[src/sv/msdt_pkg.sv]
// shared widths, codes, types and saturating add for the masked squared distance block
package msdt_pkg;

  localparam int VAL_W       = 16;
  localparam int DIFF_W      = VAL_W + 1;
  localparam int PROD_W      = 2 * DIFF_W;
  localparam int SQ_W        = 2 * VAL_W + 1;
  localparam int SUM_W       = 44;
  localparam int MODE_W      = 2;
  localparam int CFG_INDEX_W = 1;

  // configuration register indexes
  localparam logic [CFG_INDEX_W-1:0] REG_MAX_DISTANCE = 1'd0;
  localparam logic [CFG_INDEX_W-1:0] REG_MODE         = 1'd1;

  // dimension selection modes
  localparam logic [MODE_W-1:0] MODE_ALL       = 2'd0;
  localparam logic [MODE_W-1:0] MODE_FLAGGED   = 2'd1;
  localparam logic [MODE_W-1:0] MODE_UNFLAGGED = 2'd2;
  localparam logic [MODE_W-1:0] MODE_SPARE     = 2'd3;

  typedef logic [SUM_W-1:0] sum_t;

  // one squared difference on its way to the accumulator
  typedef struct packed {
    logic [SQ_W-1:0] sq;
    logic            flag;
    logic            last;
  } sq_item_t;

  // sums of one finished vector pair
  typedef struct packed {
    sum_t sum_flagged;
    sum_t sum_unflagged;
    logic all_flagged;
  } totals_t;

  // add that clamps at the largest sum
  function automatic sum_t sat_add(input sum_t x, input sum_t y);
    logic [SUM_W:0] s;
    s = {1'b0, x} + {1'b0, y};
    return s[SUM_W] ? {SUM_W{1'b1}} : s[SUM_W-1:0];
  endfunction

endpackage

[src/sv/msdt_accum.sv]
// accumulator of flagged and unflagged squared differences with a totals register
module msdt_accum (
  input  logic               clk,
  input  logic               rst,
  input  logic               item_valid,
  input  msdt_pkg::sq_item_t item,
  output logic               item_take,
  output logic               totals_valid,
  input  logic               totals_ready,
  output msdt_pkg::totals_t  totals
);

  msdt_pkg::sum_t sum_flagged;
  msdt_pkg::sum_t sum_unflagged;
  logic           all_flagged;

  msdt_pkg::sum_t sq_ext;
  msdt_pkg::sum_t sum_flagged_next;
  msdt_pkg::sum_t sum_unflagged_next;
  logic           all_flagged_next;
  logic           hold_free;

  // add this dimension to the sum that its flag picks
  always_comb begin
    sq_ext             = {{(msdt_pkg::SUM_W - msdt_pkg::SQ_W){1'b0}}, item.sq};
    sum_flagged_next   = sum_flagged;
    sum_unflagged_next = sum_unflagged;
    all_flagged_next   = all_flagged;
    if (item.flag) begin
      sum_flagged_next = msdt_pkg::sat_add(sum_flagged, sq_ext);
    end else begin
      sum_unflagged_next = msdt_pkg::sat_add(sum_unflagged, sq_ext);
      all_flagged_next   = 1'b0;
    end
  end

  // a last item waits only when the totals register is still occupied
  assign hold_free = !totals_valid || totals_ready;
  assign item_take = item_valid && (!item.last || hold_free);

  // running sums, cleared after each last item
  always_ff @(posedge clk) begin
    if (rst) begin
      sum_flagged   <= '0;
      sum_unflagged <= '0;
      all_flagged   <= 1'b1;
      totals_valid  <= 1'b0;
    end else begin
      if (hold_free) begin
        totals_valid <= item_take && item.last;
      end
      if (item_take) begin
        if (item.last) begin
          sum_flagged   <= '0;
          sum_unflagged <= '0;
          all_flagged   <= 1'b1;
        end else begin
          sum_flagged   <= sum_flagged_next;
          sum_unflagged <= sum_unflagged_next;
          all_flagged   <= all_flagged_next;
        end
      end
    end
  end

  // totals of the finished vector pair
  always_ff @(posedge clk) begin
    if (item_take && item.last) begin
      totals.sum_flagged   <= sum_flagged_next;
      totals.sum_unflagged <= sum_unflagged_next;
      totals.all_flagged   <= all_flagged_next;
    end
  end

endmodule

[src/sv/masked_squared_distance_threshold.sv]
// top level: masked squared distance of two streamed vectors against a threshold
//
// Input channel (in_valid / in_ready) carries one dimension per request:
// value_a, value_b (Q8.8 signed), in_pattern (dimension is flagged) and
// last (final dimension of the vector pair). Only a request with last set
// produces a result on the output channel (out_valid / out_ready):
// exceeded, and distance (Q28.16 sum of squared differences, zero when
// exceeded is set). Sums saturate at 2^44 - 1.
// Configuration (cfg_valid / cfg_ready, always ready): index 0 writes the
// 44-bit threshold max_distance, index 1 writes the 2-bit mode (0 all
// dimensions, 1 flagged only, 2 unflagged only or all if every dimension
// was flagged, 3 as 0). Write it only while the block is idle.
// Throughput: one request per cycle while the receiver keeps up, set by the
// single multiply and the accumulate that each dimension needs.
// Pipeline: a last request passes the input register and then the square,
// accumulate and compare stages, each registered, to reach the output.
// When the receiver stalls, the result register holds and the pipeline
// keeps filling; the totals register takes one more result, a further last
// request stalls in the accumulator, and in_ready falls once the stages
// in front of it are full.
// Reset clears the sums, the pipeline valids, threshold and mode.
module masked_squared_distance_threshold (
  input  logic                                  clk,
  input  logic                                  rst,
  input  logic                                  in_valid,
  output logic                                  in_ready,
  input  logic signed [msdt_pkg::VAL_W-1:0]     value_a,
  input  logic signed [msdt_pkg::VAL_W-1:0]     value_b,
  input  logic                                  in_pattern,
  input  logic                                  last,
  output logic                                  out_valid,
  input  logic                                  out_ready,
  output logic                                  exceeded,
  output logic [msdt_pkg::SUM_W-1:0]            distance,
  input  logic                                  cfg_valid,
  output logic                                  cfg_ready,
  input  logic [msdt_pkg::CFG_INDEX_W-1:0]      cfg_index,
  input  logic [msdt_pkg::SUM_W-1:0]            cfg_data
);

  // configuration registers
  msdt_pkg::sum_t              max_distance;
  logic [msdt_pkg::MODE_W-1:0] mode;

  // input register stage
  logic                              in_stage_valid;
  logic signed [msdt_pkg::VAL_W-1:0] a_reg;
  logic signed [msdt_pkg::VAL_W-1:0] b_reg;
  logic                              pattern_reg;
  logic                              last_reg;

  // square stage
  logic                               sq_stage_valid;
  msdt_pkg::sq_item_t                 sq_stage;
  logic signed [msdt_pkg::DIFF_W-1:0] diff;
  logic signed [msdt_pkg::PROD_W-1:0] prod;

  // accumulator handshake and totals
  logic              item_take;
  logic              totals_valid;
  msdt_pkg::totals_t totals;

  // output stage
  msdt_pkg::sum_t combined;
  msdt_pkg::sum_t selected;
  logic           out_free;
  logic           sq_free;

  assign cfg_ready = 1'b1;

  // configuration writes
  always_ff @(posedge clk) begin
    if (rst) begin
      max_distance <= '0;
      mode         <= msdt_pkg::MODE_ALL;
    end else if (cfg_valid) begin
      unique case (cfg_index)
        msdt_pkg::REG_MAX_DISTANCE: max_distance <= cfg_data;
        msdt_pkg::REG_MODE:         mode <= cfg_data[msdt_pkg::MODE_W-1:0];
        default: ;
      endcase
    end
  end

  // stage enables: each stage loads when empty or when its content moves on
  assign out_free = !out_valid || out_ready;
  assign sq_free  = !sq_stage_valid || item_take;
  assign in_ready = !in_stage_valid || sq_free;

  // input register
  always_ff @(posedge clk) begin
    if (rst) begin
      in_stage_valid <= 1'b0;
    end else if (in_ready) begin
      in_stage_valid <= in_valid;
    end
  end

  always_ff @(posedge clk) begin
    if (in_ready && in_valid) begin
      a_reg       <= value_a;
      b_reg       <= value_b;
      pattern_reg <= in_pattern;
      last_reg    <= last;
    end
  end

  // exact difference and square
  assign diff = msdt_pkg::DIFF_W'(a_reg) - msdt_pkg::DIFF_W'(b_reg);
  assign prod = diff * diff;

  always_ff @(posedge clk) begin
    if (rst) begin
      sq_stage_valid <= 1'b0;
    end else if (sq_free) begin
      sq_stage_valid <= in_stage_valid;
    end
  end

  always_ff @(posedge clk) begin
    if (sq_free && in_stage_valid) begin
      sq_stage.sq   <= prod[msdt_pkg::SQ_W-1:0];
      sq_stage.flag <= pattern_reg;
      sq_stage.last <= last_reg;
    end
  end

  msdt_accum u_accum (
    .clk          (clk),
    .rst          (rst),
    .item_valid   (sq_stage_valid),
    .item         (sq_stage),
    .item_take    (item_take),
    .totals_valid (totals_valid),
    .totals_ready (out_free),
    .totals       (totals)
  );

  // pick the sum that the mode asks for
  assign combined = msdt_pkg::sat_add(totals.sum_flagged, totals.sum_unflagged);

  always_comb begin
    unique case (mode)
      msdt_pkg::MODE_FLAGGED:   selected = totals.sum_flagged;
      msdt_pkg::MODE_UNFLAGGED: selected = totals.all_flagged ? totals.sum_flagged
                                                              : totals.sum_unflagged;
      msdt_pkg::MODE_ALL,
      msdt_pkg::MODE_SPARE:     selected = combined;
      default:                  selected = combined;
    endcase
  end

  // result register
  always_ff @(posedge clk) begin
    if (rst) begin
      out_valid <= 1'b0;
    end else if (out_free) begin
      out_valid <= totals_valid;
    end
  end

  always_ff @(posedge clk) begin
    if (out_free && totals_valid) begin
      exceeded <= selected > max_distance;
      distance <= (selected > max_distance) ? '0 : selected;
    end
  end

`ifndef NO_ASSERTIONS
  // a threshold hit never reports a distance
  assert property (@(posedge clk) disable iff (rst)
    out_valid && exceeded |-> distance == '0)
    else $error("distance not zero on exceeded result");

  // a reported distance lies within the threshold
  assert property (@(posedge clk) disable iff (rst)
    out_valid && !exceeded |-> distance <= max_distance)
    else $error("reported distance above threshold");

  // finished totals are not lost while the result register is stalled
  assert property (@(posedge clk) disable iff (rst)
    totals_valid && !out_free |=> totals_valid && $stable(totals))
    else $error("totals changed while stalled");

  // an empty input stage always takes a request
  assert property (@(posedge clk) disable iff (rst)
    !in_stage_valid |-> in_ready)
    else $error("input stalled while empty");
`endif

endmodule
[config.mk]
export PLATFORM = sky130hd
export DESIGN_NAME = masked_squared_distance_threshold
export DESIGN_NICKNAME = d
export VERILOG_FILES = /design/src/sv/msdt_pkg.sv /design/src/sv/msdt_accum.sv /design/src/sv/masked_squared_distance_threshold.sv
export SDC_FILE = /design/constraint.sdc
export NUM_CORES = 1
export LEC_CHECK = 0
export BUFFER_PORTS_ARGS = -buffer_cell sky130_fd_sc_hd__buf_2
export CAP_MARGIN = 20
export CORE_ASPECT_RATIO = 0.9
export CORE_MARGIN = 5
export CORE_UTILIZATION = 55
export DETAILED_ROUTE_END_ITERATION = 10
export GPL_TIMING_DRIVEN = 0
export HOLD_SLACK_MARGIN = 0.05
export PLACE_DENSITY_LB_ADDON = 0.15
export REMOVE_ABC_BUFFERS = 1
export SYNTH_ARGS = -nofsm -noshare
export SYNTH_HDL_FRONTEND = slang
export SYNTH_SLANG_ARGS = --single-unit
[constraint.sdc]
create_clock -name clk -period 8.8 [get_ports clk]
set_clock_uncertainty 0.2 [all_clocks]
set_input_delay 0.44 -clock clk [delete_from_list [all_inputs] [get_ports clk]]
set_output_delay 0.44 -clock clk [all_outputs]
set_load 0.02 [all_outputs]
==> metrics.txt <==
Syn Area/Cell 9.26 µm²; Initial DRC Count 1684; crit path capture type register; max-slew violations 0; reg2reg start b_reg[0]; first-pass GRT wire length 127000 µm; Max Freq 117 MHz; fin area 0.0354 mm²; post-synthesis mux area share 0.00252; Critical Path Most Common Cell inv_1; HP Start rst; antenna viol nets, final 0; DR WL/cell 18.2 µm; area leader, netlist edfxtp_1; Synth Area in Compound Gates 0.188; xor/xnor share of the synthesized area 0.0429; worst stage delay on the critical path 520 ps; Ant. Diodes 0; Routed WL 78600 µm; slowest library cell on the worst path fa_2; clock root buffer clkbuf_16; Post-Syn Instances 3328; slew margin rel. 0.253; CTS buffer count 39; RSZ-0062 raised after global routing true; # IOs 132; Final Hold Viols 0; CP Launch Type register; CTS tree yes; Worst EP arrival 8690 ps; total track usage 0.253; Critical Path RT 8920 ps; synth unique cells 94; width of the die 259 µm; Max-Cap Viols 0; shortest period the worst path allows 8580 ps; Initial DRT Pass Iterations 5; largest net degree at the start of global routing 80; Clk pin slew, worst setup/hold paths 60 ps; core box area 0.0556 mm²; Yosys warning total 0; vias per cell 5.69; r2r setup slk 220 ps; Die Y 235 µm; layout cell share with drive strength beyond 1 0.126; Yosys top cell area share 0.197; RePlAce Congestion 0.927; Slew @ Worst Pin 1120 ps; Post-synth EDFFs 202; Primary FF master, synth edfxtp_1; largest family of logic cells by synthesized area adder cells; cell with the most instances after synthesis inv_1; Buffers on Ports 130; drt drc 0; crit path from b_reg[0]; clock sink count 341; Die ar. 0.0608 mm²; num rows 82; vias in the first global route 24900; Worst-Skew Late Latency 570 ps; initial antenna violation count 1; Longest Clk Path Bufs 3; dpl cell area 0.0323 mm²; Post-synth ARST share 0; Initial Util 0.554; FF+latch count, synth 341; Simple-Gate Fraction of Synth Area 0.129; fraction of the yosys area taken by sequential cells 0.287; post-DP HPWL 59600 µm; synthesized area 0.0308 mm²; critical-path maximum fanout 6; GR Overflow Total 0; status completed; Largest register FFs 89; top cells by count, synth 460 x inv_1, 322 x nand2_1, 275 x a21oi_1, 266 x fa_1, 251 x ha_1; synth top area cells edfxtp_1 20%, fa_1 17%, ha_1 10%; post-synthesis adder-cell area fraction 0.275; area grow syn2layout 14.9%; Layout Nets 4132; H-tree levels 2; WS Path Type register to register; Via Count 24600; hold crit path type input pin to register; # setup viols final 0; largest register by flop count u_accum.totals; Final Cycle Share 0.975
==> kinds of logic after synthesis <==
kind of cell,after synthesis
AOI/OAI and AO/OA,843
xor gates and xnor gates,151
adders and majority gates,517
buffers and inverters,598
DFF,341
muxes,7
other,1
and+or+nand+nor,870
==> timing repair <==
item | in CTS | in global routing
gates resized for setup | 36 | 68
setup endpoints to repair | 10 | 8
hold buffers | 89 | 0
gates cloned | 3 | 0
pin swaps | 9 | 37
hold endpoints to repair | 83 | 0
setup buffers | 30 | 22
==> layout make-up <==
cell class | instances | area (µm²)
multi-input cells | 2389 | 20200
repair buffers | 292 | 2300
well taps | 756 | 946
flip-flops and latches | 341 | 8850
clock buffers | 47 | 1040
inverters | 465 | 1780
repair inverters | 3 | 20.0
fillers | 4538 | 20200
clock inverters | 25 | 313
==> metal layers <==
metal / routed length [µm] / vias up / global-route usage
met1: 34900 / 11800 / 0.342
met2: 37000 / 784 / 0.434
met3: 4170 / 155 / 0.0292
met5: 11 / - / 0
li1: - / 11900 / -
met4: 2410 / 2 / 0.0776
==> cell usage in the layout, fill, tap and decap left out, types with 58 or more instances in the layout <==
cell / synthesis / layout
buf_2: 16 / 130
edfxtp_1: 202 / 202
dlygate4sd3_1: 0 / 89
xnor2_1: 85 / 84
buf_4: 2 / 58
a21oi_1: 275 / 268
nor2_1: 238 / 225
inv_1: 460 / 447
ha_1: 251 / 243
fa_1: 266 / 258
nand2_1: 322 / 314
o21ai_0: 126 / 122
a21o_1: 99 / 99
dfxtp_1: 139 / 139
xor2_1: 66 / 63
==> worst paths after layout <==
| kind | endpoint | cells past startpoint |
|---|---|---|
| max | sq_stage[31] | 38 |
| min | max_distance[2] | 2 |
| max reg2reg | sq_stage[31] | 38 |
| min reg2reg | sq_stage[1] | 0 |
==> stage by stage <==
step                      std cells  setup TNS, ps  hold slack [ps]  utilization  worst slack, ps
after global routing           4318           -434             81.2        0.637             -153
after detailed placement       4102          -4440              206        0.581             -834
after global placement         4081         -20170              203        0.573            -1930
after CTS                      4296          -9.24             50.5        0.628            -9.24
final                          4318              0             81.9        0.637              223
after floorplan                3195           -207              200            -             -140
==> worst max-delay path: cells and delay by family (launching register included) <==
kind	cells	cell delay [ps]
compound gates	12	2290
fa+ha+maj	9	3530
buf+inv	11	1180
flops	1	370
simple gates	6	750
Power is left out: the tool's default activity adds up to more than one toggle a clock period on the data nets, which glitch-free logic cannot reach.
